==> src/hw/rtl/fmd_pkg.sv <==
// ----------------------------------------------------------------------------
// fmd_pkg: shared definitions for the Modbus ASCII frame decoder
// Widths, codes and the command record passed from the front to the back.
// ----------------------------------------------------------------------------
package fmd_pkg;

    localparam int MAX_HEX_CHARS = 512;
    localparam int HEX_W         = $clog2(MAX_HEX_CHARS + 2);
    localparam int MIN_CHARS     = 9;
    localparam int MIN_HEX_CHARS = 4;
    localparam int FIFO_DEPTH    = 4;
    localparam int FIFO_AW       = $clog2(FIFO_DEPTH);
    localparam int FIFO_CW       = $clog2(FIFO_DEPTH + 1);

    localparam logic [7:0] CH_COLON  = 8'h3A;
    localparam logic [7:0] CH_CR     = 8'h0D;
    localparam logic [7:0] CH_LF     = 8'h0A;
    localparam logic [7:0] CH_UPPER_A = 8'h41;
    localparam logic [3:0] LETTER_ADJ = 4'd9;

    typedef enum logic [2:0] {
        ST_ACCEPTED  = 3'd0,
        ST_SHORT     = 3'd1,
        ST_NO_COLON  = 3'd2,
        ST_BAD_LEN   = 3'd3,
        ST_TOO_LONG  = 3'd4
    } frame_status_t;

    typedef enum logic {
        KIND_DATA   = 1'b0,
        KIND_STATUS = 1'b1
    } result_kind_t;

    typedef enum logic [3:0] {
        PH_WAIT     = 4'b0001,
        PH_HEX      = 4'b0010,
        PH_DONE     = 4'b0100,
        PH_NOCOLON  = 4'b1000
    } phase_t;

    typedef struct packed {
        logic          has_byte;
        logic [7:0]    data_byte;
        logic [7:0]    byte_index;
        logic          has_status;
        frame_status_t status;
        logic          checksum_ok;
        logic [7:0]    server_address;
        logic [8:0]    byte_count;
    } cmd_t;

endpackage

==> src/hw/rtl/fmd_front.sv <==
// ----------------------------------------------------------------------------
// fmd_front: character intake and frame tracking
// Tracks the frame phase, counts characters, pairs hex digits into bytes and
// evaluates the end-of-buffer status: a command per byte and at buffer end.
// ----------------------------------------------------------------------------
module fmd_front (
    input  logic          clk,
    input  logic          rst_n,
    input  logic          accept,
    input  logic [7:0]    in_char,
    input  logic          end_of_buffer,
    output logic          cmd_valid,
    output fmd_pkg::cmd_t cmd
);

    fmd_pkg::phase_t                 phase_reg, phase_next;
    logic [3:0]                      total_reg, total_next;
    logic [fmd_pkg::HEX_W-1:0]       hex_reg, hex_next;
    logic [3:0]                      nibble_reg, nibble_next;
    logic [7:0]                      lrc_reg, lrc_next;
    logic [7:0]                      addr_reg, addr_next;
    logic [3:0]                      digit;
    logic [7:0]                      new_byte;
    logic [fmd_pkg::HEX_W-2:0]       half_next;
    logic                            emit_byte;
    fmd_pkg::frame_status_t          status;

    always_comb
    begin
        digit = (in_char >= fmd_pkg::CH_UPPER_A) ? (in_char[3:0] + fmd_pkg::LETTER_ADJ)
                                                 : in_char[3:0];
        new_byte    = {nibble_reg, digit};
        total_next  = (total_reg < 4'(fmd_pkg::MIN_CHARS)) ? total_reg + 4'd1 : total_reg;
        phase_next  = phase_reg;
        hex_next    = hex_reg;
        nibble_next = nibble_reg;
        lrc_next    = lrc_reg;
        addr_next   = addr_reg;
        emit_byte   = 1'b0;
        unique case (phase_reg)
            fmd_pkg::PH_WAIT:
            begin
                phase_next = (in_char == fmd_pkg::CH_COLON) ? fmd_pkg::PH_HEX
                                                            : fmd_pkg::PH_NOCOLON;
            end
            fmd_pkg::PH_HEX:
            begin
                if (in_char == fmd_pkg::CH_CR || in_char == fmd_pkg::CH_LF)
                begin
                    phase_next = fmd_pkg::PH_DONE;
                end
                else if (hex_reg < fmd_pkg::HEX_W'(fmd_pkg::MAX_HEX_CHARS))
                begin
                    hex_next = hex_reg + 1'b1;
                    if (!hex_reg[0])
                    begin
                        nibble_next = digit;
                    end
                    else
                    begin
                        emit_byte = 1'b1;
                        lrc_next  = lrc_reg + new_byte;
                        if (hex_reg[fmd_pkg::HEX_W-1:1] == '0)
                        begin
                            addr_next = new_byte;
                        end
                    end
                end
                else
                begin
                    hex_next = fmd_pkg::HEX_W'(fmd_pkg::MAX_HEX_CHARS + 1);
                end
            end
            fmd_pkg::PH_DONE, fmd_pkg::PH_NOCOLON:
            begin
                phase_next = phase_reg;
            end
            default:
            begin
                phase_next = fmd_pkg::PH_WAIT;
            end
        endcase

        half_next = hex_next[fmd_pkg::HEX_W-1:1];

        priority if (total_next < 4'(fmd_pkg::MIN_CHARS))
            status = fmd_pkg::ST_SHORT;
        else if (phase_next == fmd_pkg::PH_NOCOLON)
            status = fmd_pkg::ST_NO_COLON;
        else if (hex_next > fmd_pkg::HEX_W'(fmd_pkg::MAX_HEX_CHARS))
            status = fmd_pkg::ST_TOO_LONG;
        else if (hex_next[0] || hex_next < fmd_pkg::HEX_W'(fmd_pkg::MIN_HEX_CHARS))
            status = fmd_pkg::ST_BAD_LEN;
        else
            status = fmd_pkg::ST_ACCEPTED;

        cmd.has_byte       = emit_byte;
        cmd.data_byte      = new_byte;
        cmd.byte_index     = 8'(half_next - 1'b1);
        cmd.has_status     = end_of_buffer;
        cmd.status         = status;
        cmd.checksum_ok    = (status == fmd_pkg::ST_ACCEPTED) && (lrc_next == 8'd0);
        cmd.server_address = (status == fmd_pkg::ST_ACCEPTED) ? addr_next : 8'd0;
        cmd.byte_count     = (status == fmd_pkg::ST_ACCEPTED) ? 9'(half_next) : 9'd0;
        cmd_valid          = accept && (emit_byte || end_of_buffer);
    end

    always_ff @(posedge clk or negedge rst_n)
    begin
        if (!rst_n)
        begin
            phase_reg  <= fmd_pkg::PH_WAIT;
            total_reg  <= '0;
            hex_reg    <= '0;
            nibble_reg <= '0;
            lrc_reg    <= '0;
            addr_reg   <= '0;
        end
        else if (accept)
        begin
            if (end_of_buffer)
            begin
                phase_reg  <= fmd_pkg::PH_WAIT;
                total_reg  <= '0;
                hex_reg    <= '0;
                nibble_reg <= '0;
                lrc_reg    <= '0;
                addr_reg   <= '0;
            end
            else
            begin
                phase_reg  <= phase_next;
                total_reg  <= total_next;
                hex_reg    <= hex_next;
                nibble_reg <= nibble_next;
                lrc_reg    <= lrc_next;
                addr_reg   <= addr_next;
            end
        end
    end

endmodule

==> src/hw/rtl/fmd_cmd_fifo.sv <==
// ----------------------------------------------------------------------------
// fmd_cmd_fifo: command queue between front and back
// A small register queue that lets the intake and the result side stall
// independently of each other.
// ----------------------------------------------------------------------------
module fmd_cmd_fifo (
    input  logic          clk,
    input  logic          rst_n,
    input  logic          wr_en,
    input  fmd_pkg::cmd_t wr_data,
    input  logic          rd_en,
    output fmd_pkg::cmd_t rd_data,
    output logic          full,
    output logic          nonempty
);

    fmd_pkg::cmd_t                 mem_reg [fmd_pkg::FIFO_DEPTH];
    logic [fmd_pkg::FIFO_AW-1:0]   wr_ptr_reg, rd_ptr_reg;
    logic [fmd_pkg::FIFO_CW-1:0]   count_reg, count_next;
    logic                          do_wr, do_rd;

    assign full     = (count_reg == fmd_pkg::FIFO_CW'(fmd_pkg::FIFO_DEPTH));
    assign nonempty = (count_reg != '0);
    assign do_wr    = wr_en && !full;
    assign do_rd    = rd_en && nonempty;
    assign rd_data  = mem_reg[rd_ptr_reg];

    always_comb
    begin
        count_next = count_reg;
        if (do_wr && !do_rd)
            count_next = count_reg + 1'b1;
        else if (do_rd && !do_wr)
            count_next = count_reg - 1'b1;
    end

    always_ff @(posedge clk)
    begin
        if (do_wr)
        begin
            mem_reg[wr_ptr_reg] <= wr_data;
        end
    end

    always_ff @(posedge clk or negedge rst_n)
    begin
        if (!rst_n)
        begin
            wr_ptr_reg <= '0;
            rd_ptr_reg <= '0;
            count_reg  <= '0;
        end
        else
        begin
            if (do_wr)
                wr_ptr_reg <= wr_ptr_reg + 1'b1;
            if (do_rd)
                rd_ptr_reg <= rd_ptr_reg + 1'b1;
            count_reg <= count_next;
        end
    end

endmodule

==> src/hw/rtl/fmd_back.sv <==
// ----------------------------------------------------------------------------
// fmd_back: result expansion
// Holds one command and presents its data beat, its status beat, or both in
// turn on the result side.
// ----------------------------------------------------------------------------
module fmd_back (
    input  logic          clk,
    input  logic          rst_n,
    input  logic          cmd_avail,
    input  fmd_pkg::cmd_t cmd_in,
    output logic          cmd_take,
    input  logic          pop,
    output logic          empty,
    output logic          result_kind,
    output logic [7:0]    data_byte,
    output logic [7:0]    byte_index,
    output logic [2:0]    frame_status,
    output logic          checksum_ok,
    output logic [7:0]    server_address,
    output logic [8:0]    byte_count,
    output logic          last_result
);

    fmd_pkg::cmd_t cmd_reg;
    logic          valid_reg;
    logic          byte_done_reg;
    logic          show_byte;
    logic          taken;
    logic          finish;

    assign show_byte = cmd_reg.has_byte && !byte_done_reg;
    assign taken     = pop && valid_reg;
    assign finish    = taken && !(show_byte && cmd_reg.has_status);
    assign cmd_take  = (!valid_reg || finish) && cmd_avail;
    assign empty     = !valid_reg;

    always_comb
    begin
        if (show_byte)
        begin
            result_kind    = fmd_pkg::KIND_DATA;
            data_byte      = cmd_reg.data_byte;
            byte_index     = cmd_reg.byte_index;
            frame_status   = fmd_pkg::ST_ACCEPTED;
            checksum_ok    = 1'b0;
            server_address = 8'd0;
            byte_count     = 9'd0;
            last_result    = !cmd_reg.has_status;
        end
        else
        begin
            result_kind    = fmd_pkg::KIND_STATUS;
            data_byte      = 8'd0;
            byte_index     = 8'd0;
            frame_status   = cmd_reg.status;
            checksum_ok    = cmd_reg.checksum_ok;
            server_address = cmd_reg.server_address;
            byte_count     = cmd_reg.byte_count;
            last_result    = 1'b1;
        end
    end

    always_ff @(posedge clk)
    begin
        if (cmd_take)
        begin
            cmd_reg <= cmd_in;
        end
    end

    always_ff @(posedge clk or negedge rst_n)
    begin
        if (!rst_n)
        begin
            valid_reg     <= 1'b0;
            byte_done_reg <= 1'b0;
        end
        else
        begin
            if (cmd_take)
            begin
                valid_reg     <= 1'b1;
                byte_done_reg <= 1'b0;
            end
            else if (finish)
            begin
                valid_reg     <= 1'b0;
                byte_done_reg <= 1'b0;
            end
            else if (taken)
            begin
                byte_done_reg <= 1'b1;
            end
        end
    end

endmodule

==> src/hw/rtl/modbus_ascii_frame_decoder.sv <==
// ----------------------------------------------------------------------------
// modbus_ascii_frame_decoder: Modbus ASCII frame decoder with LRC check
//
//   Channel   Handshake     Beat contents
//   input     push / full   in_char, end_of_buffer
//   result    empty / pop   result_kind, data_byte, byte_index, frame_status,
//                           checksum_ok, server_address, byte_count, last_result
//
// One character is taken per cycle while full is low and updates intake state.
// Each character yields up to two result beats, delivered one per cycle while
// pop is asserted from the result register, so a character yielding two beats
// holds the result side for both; a four-entry queue absorbs the difference.
// Reset is asynchronous and active low and needs no clearing pass.
// A stalled result side fills the queue and then raises full.
// ----------------------------------------------------------------------------
module modbus_ascii_frame_decoder (
    input  logic       clk,
    input  logic       rst_n,
    input  logic       push,
    output logic       full,
    input  logic [7:0] in_char,
    input  logic       end_of_buffer,
    output logic       empty,
    input  logic       pop,
    output logic       result_kind,
    output logic [7:0] data_byte,
    output logic [7:0] byte_index,
    output logic [2:0] frame_status,
    output logic       checksum_ok,
    output logic [7:0] server_address,
    output logic [8:0] byte_count,
    output logic       last_result
);

    fmd_pkg::cmd_t front_cmd;
    fmd_pkg::cmd_t fifo_cmd;
    logic          front_valid;
    logic          fifo_nonempty;
    logic          fifo_take;
    logic          accept;

    assign accept = push && !full;

    fmd_front u_front (
        .clk           (clk),
        .rst_n         (rst_n),
        .accept        (accept),
        .in_char       (in_char),
        .end_of_buffer (end_of_buffer),
        .cmd_valid     (front_valid),
        .cmd           (front_cmd)
    );

    fmd_cmd_fifo u_fifo (
        .clk      (clk),
        .rst_n    (rst_n),
        .wr_en    (front_valid),
        .wr_data  (front_cmd),
        .rd_en    (fifo_take),
        .rd_data  (fifo_cmd),
        .full     (full),
        .nonempty (fifo_nonempty)
    );

    fmd_back u_back (
        .clk            (clk),
        .rst_n          (rst_n),
        .cmd_avail      (fifo_nonempty),
        .cmd_in         (fifo_cmd),
        .cmd_take       (fifo_take),
        .pop            (pop),
        .empty          (empty),
        .result_kind    (result_kind),
        .data_byte      (data_byte),
        .byte_index     (byte_index),
        .frame_status   (frame_status),
        .checksum_ok    (checksum_ok),
        .server_address (server_address),
        .byte_count     (byte_count),
        .last_result    (last_result)
    );

endmodule
==> config.mk <==
export PLATFORM = sky130hd
export DESIGN_NAME = modbus_ascii_frame_decoder
export DESIGN_NICKNAME = d
export VERILOG_FILES = /design/src/hw/rtl/fmd_pkg.sv /design/src/hw/rtl/fmd_front.sv /design/src/hw/rtl/fmd_cmd_fifo.sv /design/src/hw/rtl/fmd_back.sv /design/src/hw/rtl/modbus_ascii_frame_decoder.sv
export SDC_FILE = /design/constraint.sdc
export NUM_CORES = 1
export LEC_CHECK = 0
export ABC_AREA = 0
export BUFFER_PORTS_ARGS = -buffer_cell sky130_fd_sc_hd__buf_2
export CELL_PAD_IN_SITES_DETAIL_PLACEMENT = 1
export CELL_PAD_IN_SITES_GLOBAL_PLACEMENT = 2
export CORE_MARGIN = 1.5
export CORE_UTILIZATION = 45
export CTS_CLUSTER_SIZE = 24
export DETAILED_ROUTE_END_ITERATION = 10
export GPL_ROUTABILITY_DRIVEN = 0
export PLACE_DENSITY = 0.87
export REMOVE_ABC_BUFFERS = 1
export SETUP_SLACK_MARGIN = 0.1
export SYNTH_ARGS = -nofsm -noshare
export SYNTH_HDL_FRONTEND = slang
export SYNTH_SLANG_ARGS = --single-unit
export TNS_END_PERCENT = 50
==> constraint.sdc <==
create_clock -name clk -period 10.1 [get_ports clk]
set_clock_uncertainty 0.2 [all_clocks]
set_input_delay 1.01 -clock clk [delete_from_list [all_inputs] [get_ports clk]]
set_output_delay 1.01 -clock clk [all_outputs]
set_load 0.1 [all_outputs]
# Word-level counts from Yosys, hierarchy flattened
# Memory sizes are Yosys's and may differ from the RTL's. A register that Yosys moved wholly into a read port is not among the register bits.
# Cells that the tools add are included.
[classes] order_cmp=6 mux=54 mul=0 n_addsub=9 n_eq_ne=11 bitwise=0 n_reduce_logical=34 div_mod_pow=0 shifts=0
[ops] op="$mux W8" n=15
[ops] op="$mux W4" n=11
[ops] op="$mux W10" n=4
[ops] op="$mux W3" n=6
[ops] op="$mux W9" n=2
[ops] op="$eq A8 B4 Y1 const B" n=2
[ops] op="$mux W1" n=14
[ops] op="$logic_and A1 B1 Y1" n=12
[ops] op="$pmux W4 S3" n=1
[ops] op="$add A10 B1 Y10 const B" n=1
[ops] op="$gt A10 B10 Y1 const B" n=1
[ops] op="$lt A10 B10 Y1 const B" n=1
[ops] op="$lt A10 B3 Y1 const B" n=1
[ops] op="$logic_not A9 Y1" n=1
[ops] op="$add A8 B8 Y8" n=1
[ops] op="$eq A4 B4 Y1 const B" n=2
[ops] op="$eq A8 B6 Y1 const B" n=1
[ops] op="$ge A8 B7 Y1 const B" n=1
[ops] op="$logic_not A8 Y1" n=1
[ops] op="$lt A4 B4 Y1 const B" n=2
[ops] op="$reduce_bool A2 Y1" n=4
[ops] op="$sub A8 B1 Y8 const B" n=1
[ops] op="$logic_not A1 Y1" n=7
[ops] op="$reduce_bool A3 Y1" n=2
[ops] op="15 further kinds" n=20
[totals] ram_bits=156 mem_count=1 latch_bits=0 elab_cells=126 mem_bits_ro=0 output_inout_bits=41 input_bits=13 regBits=47
[memory_table] memory="u_fifo.mem_reg" words=4 word_bits=39 rd=1 rd_ports_with_merged_regs=1 wr=1 line="fmd_cmd_fifo.sv:17" rtl="fmd_pkg::cmd_t mem_reg [fmd_pkg::FIFO_DEPTH];"

# Depth between registers and ports, before layout
[depth] ltp_word=12 ltp_mapped=16 mapped_depth_nobuf=16

# Modules after synthesis
# Synthesis repeated with hierarchy kept, for this count alone.
[hier_totals] cells_unflattened=700 hier_area_um2=10802.9
[by_module_without_submodules] module="fmd_cmd_fifo" instances=1 area_per_inst_um2=6113.4 cells_per_inst=239
[by_module_without_submodules] module="fmd_front" instances=1 area_per_inst_um2=3129.3 cells_per_inst=367
[by_module_without_submodules] module="fmd_back" instances=1 area_per_inst_um2=1546.5 cells_per_inst=93
[by_module_without_submodules] module="modbus_ascii_frame_decoder" instances=1 area_per_inst_um2=13.8 cells_per_inst=1

# Least setup slack after synthesis
# No wires, ideal clock.
[synth_path] path_type="reg-to-reg" start="reg u_back.cmd_reg[38] (netlist name)" end="reg u_fifo.count_reg[1] (netlist bit)" setup_time_ns=0.125 t_arrival_ns=4.630 path_buffers=0 stages_incl_launch_ff=10 required_ns=9.775 slack_ns=5.145 path_cell_list="edfxtp_1 -> nor2b_1 -> nand2_1 -> nand2_1 -> a21oi_1 -> inv_1 -> ha_1 -> inv_1 -> fa_1 -> mux2_2"
[synth_between] elab_chain_cells=10 elab_cells_between_ends=12 cone_classes="mux: 1; reduce/logical: 11"
[synth_rtl] element="$logic_and A1 B1 Y1" line="fmd_back.sv:31" rtl="assign show_byte = cmd_reg.has_byte && !byte_done_reg;"
[synth_rtl] element="$logic_and A1 B1 Y1" line="fmd_back.sv:33" rtl="assign finish = taken && !(show_byte && cmd_reg.has_status);"
[synth_rtl] element="$logic_not A1 Y1" line="fmd_back.sv:33"
[synth_rtl] element="$logic_and A1 B1 Y1" line="fmd_back.sv:33"
[synth_rtl] element="$logic_or A1 B1 Y1" line="fmd_back.sv:34" rtl="assign cmd_take = (!valid_reg || finish) && cmd_avail;"
[synth_rtl] element="$logic_and A1 B1 Y1" line="fmd_back.sv:34"
[synth_rtl] element="via fifo_take" line="modbus_ascii_frame_decoder.sv:39" rtl="logic fifo_take;"
[synth_rtl] element="$logic_and A1 B1 Y1" line="fmd_cmd_fifo.sv:25" rtl="assign do_rd = rd_en && nonempty;"
[synth_rtl] element="$logic_not A1 Y1" line="fmd_cmd_fifo.sv:31" rtl="if (do_wr && !do_rd)"
[synth_rtl] element="$logic_and A1 B1 Y1" line="fmd_cmd_fifo.sv:31"
[synth_rtl] element="$mux W3" line="fmd_cmd_fifo.sv:31"
[synth_rtl] element="via u_fifo.count_next (one bit)" line="fmd_cmd_fifo.sv:19" rtl="logic [fmd_pkg::FIFO_CW-1:0] count_reg, count_next;"
[synth_rtl] element="end signal: assignment" line="fmd_cmd_fifo.sv:59" rtl="count_reg <= count_next;"
[synth_rtl] element="end: declaration" line="fmd_cmd_fifo.sv:19"
# The timed path passes the listed nets, and every way through them passes these cells.
# A chain may end at the register's enable or synchronous reset.

==> impl_metrics.py <==
metrics = {
    "clock_network": {
        "post_cts_resized": 0,
        "cts_tree": "done",
        "clock_sinks": 242,
        "cts_htree_levels": 1,
        "clock_path_buffers": 3,
        "post_cts_buffers": 0,
        "clk_pin_slew_ns": 0.06,
        "cts-root-buf": "clkbuf_16",
        "cts_buffers": 25,
        "worstSkewPairLatency_ns": 0.52,
        "hold_buffers": 0,
    },
    "synth": {
        "ys_seq_area_share_pct": 66.65,
        "yosysWarningCount": 0,
        "netlist_area_sq_mm": 0.01055,
        "synth_edf_count": 195,
        "synth.distinct_cells": 65,
        "ys_async_sr_fraction_pct": 19.42,
        "synth.avg_cell_area_sq_um": 14.80,
        "syn_inst": 713,
        "ys.flop_type": "edfxtp_1",
        "synth-seq-cells": 242,
    },
    "pwr": {
        "power_leakage_uw": 0.004345,
        "irDropWorstVdd_v": 0.0002325,
        "power.density_mw_per_mm2": 328.7,
    },
    "global_route": {
        "grt_max_degree": 48,
        "grt_pass1_wl_microns": 39260,
        "track_usage_pct": 21.34,
        "antenna_found_initial": 0,
        "grt_overflow_total": 0,
        "grt_pass1_vias": 6857,
    },
    "drt": {
        "drc": 0,
        "ant_nets": 0,
        "dr.pass1.iters": 5,
        "drt-vias-per-instance": 5.675,
        "routed_wl_microns": 24700,
        "drt_first_iter_violations": 365,
        "wl_per_cell_microns": 22.34,
        "vias": 6277,
    },
    "sta": {
        "fin_ws_ns": 5.067,
        "hold_viol": 0,
        "finalCritPeriodShare_pct": 49.83,
        "rsz0062_at_grt": "false",
        "worst_slew_pin_slew_ns": 1.163,
        "setup_viol": 0,
        "period_needed_ns": 5.033,
        "maxSlewViolCount": 0,
        "fmax_ghz": 0.1987,
        "tns_ns": 0,
        "maxSlewHeadroom_pct": 22.20,
    },
    "floorplan": {
        "die_x_microns": 156.1,
        "row_count": 55,
        "die_height_microns": 156.1,
        "die-area_sq_mm": 0.02438,
        "io_pins": 54,
        "start_util_pct": 46.18,
        "placeableCoreArea_sq_mm": 0.02285,
    },
    "layout": {
        "n_fill_cell": 2263,
        "diodes": 0,
        "syn2layout_area_growth_pct": 13.51,
        "drive_gt1_share_pct": 20.43,
        "nNetsFinal": 811,
        "utilization_pct": 52.42,
        "largest_reg_flops": 156,
    },
    "place": {
        "portBuffers": 53,
        "dp_hpwl_microns": 15760,
        "post-place-ws_ns": 4.557,
    },
    "hold_path": {
        "hp-class": "register to register",
    },
    "critical_path": {
        "cp_slowest_stage_delay_ns": 0.60,
        "path_max_fanout": 6,
        "critical_path_arrival_ns": 5.13,
        "cp.required_ns": 10.20,
        "path_class": "input port to register",
        "crit_path_cell_trace": "buf_2 > inv_1 > ha_1 > nor4b_1 > nand2_1 > a21oi_1 > mux2i_1 > inv_1 > ha_1 > a21oi_1 > o211ai_1 > o41ai_1 > xnor2_1 > nand2_1 > xnor2_1 > nor4_2",
        "end_kind": "register",
        "worst_setup_path_start_kind": "input port",
        "crit_slowest_cell": "mux2i_1",
    },
    "flow_run": {
        "maxCapViolCount": 0,
    },
    "outcome": {
        "run_status": "finished clean",
    },
}
synthesized netlist by cell type, types with 4 or more instances:
library cell  instances  area (sq um)
nand3_1              13         65.06
nand2_1              54         202.7
ha_1                 21         262.8
o21ai_0              46         230.2
buf_1                 6         22.52
a21oi_1              22         110.1
xor2_1               10         87.58
dfrtp_1              46          1151
clkbuf_1             25         93.84
a2bb2oi_1             5         43.79
inv_1                25         93.84
a211oi_1              5         37.54
a31oi_1               4         25.02
a22o_1                8         70.07
edfxtp_1            195          5856
nor3_1               11         55.05
mux4_2               39         878.3
nor2_1               40         150.1
nor2b_1               7         43.79
mux2i_1               6         60.06
and2_1               43         269.0
nor4_1                6         37.54
xnor2_1              12         105.1
nand2b_1              4         25.02
area by class of cell:
class | count | area, sq um | share of cell area (%)
multi-input combinational | 412 | 3292 | 27.49
clock inverter | 18 | 146.4 | 1.222
inverter | 25 | 93.84 | 0.7835
sequential | 242 | 7034 | 58.73
timing repair buffer | 69 | 385.4 | 3.218
tap | 313 | 391.6 | 3.270
clock buffer | 27 | 633.1 | 5.286
where the power goes:
| part | switching, uW | internal, uW |
|---|---|---|
| sequential | 119 | 1350 |
| combinational | 1200 | 395 |
| clock | 372 | 505 |
cell usage in the layout (no fill, tap or decap), types with 3 or more instances in the layout:
cell	synthesis	routed
xor2_1	10	10
a21oi_2	3	3
inv_1	25	25
ha_1	21	21
a32o_1	3	3
a2bb2oi_1	5	5
a21oi_1	22	21
buf_4	0	16
nand3_1	13	13
nor2_1	40	40
nor3_1	11	11
o21ai_0	46	46
and2_1	43	43
clkinv_1	0	6
nand2_1	54	54
mux4_2	39	39
nand2b_1	4	4
nor4_1	6	6
buf_2	1	53
clkbuf_16	0	25
edfxtp_1	195	195
dfrtp_1	46	45
nor4b_1	3	3
nor2b_1	7	7
mux2i_1	6	6
o21bai_1	3	3
a31oi_1	4	4
clkinv_2	0	6
xnor2_1	12	12
a211oi_1	5	5
a22o_1	8	8
per-stage QoR:
step / total power [uW] / hold WS [ns] / instances / cell area (sq um)
finish: 3936 / 0.3117 / 1106 / 11980
global route: 4105 / 0.3407 / 1106 / 11980
CTS: 3974 / 0.3100 / 1106 / 11980
detailed placement: 3089 / 0.2914 / 1061 / 11200
floorplan: 2721 / 0.2422 / 679 / 10410
global placement: 3024 / 0.2578 / 1061 / 11200
worst paths after layout:
kind,startpoint,endpoint,slack [ns],depth (start not counted)
worst max-delay path,in_char[1],u_fifo.mem_reg[1][17],5.07,16
worst min-delay path,u_fifo.count_reg[2],u_fifo.count_reg[2],0.31,1
worst max register to register,u_front.phase_reg[3],u_fifo.mem_reg[2][12],5.69,10
worst min register to register,u_fifo.count_reg[2],u_fifo.count_reg[2],0.31,1
max in group asynchronous,rst_n,u_fifo.rd_ptr_reg[0],8.79,2
min in group asynchronous,rst_n,u_fifo.wr_ptr_reg[1],0.41,2
kinds of logic after synthesis:
| logic type | after synthesis | synth area share [%] |
|---|---|---|
| flip-flops | 242 | 66.65 |
| AND/OR/NAND/NOR | 199 | 9.842 |
| AO/OA/AOI/OAI | 121 | 7.447 |
| buffers and inverters | 59 | 2.253 |
| multiplexers | 47 | 9.107 |
| adder cells (fa/ha/maj) | 23 | 2.870 |
| XOR/XNOR | 22 | 1.826 |
worst max-delay path: cells and delay by family:
family                   cells  cell delay (ns)
buffers and inverters        3             0.47
AO/OA/AOI/OAI                4             1.29
XOR/XNOR                     2             0.39
AND/OR/NAND/NOR              4             0.83
adder cells (fa/ha/maj)      2             0.55
multiplexers                 1             0.60
routing by layer:
metal	GRT usage (%)	vias to the layer above	share of wire, %
li1	-	2812	-
met1	27.81	3259	43
met2	37.35	154	51
met3	2.806	52	4.3
met4	6.440	0	2.1
met5	0	-	0
(Power assumes the default switching activity.)
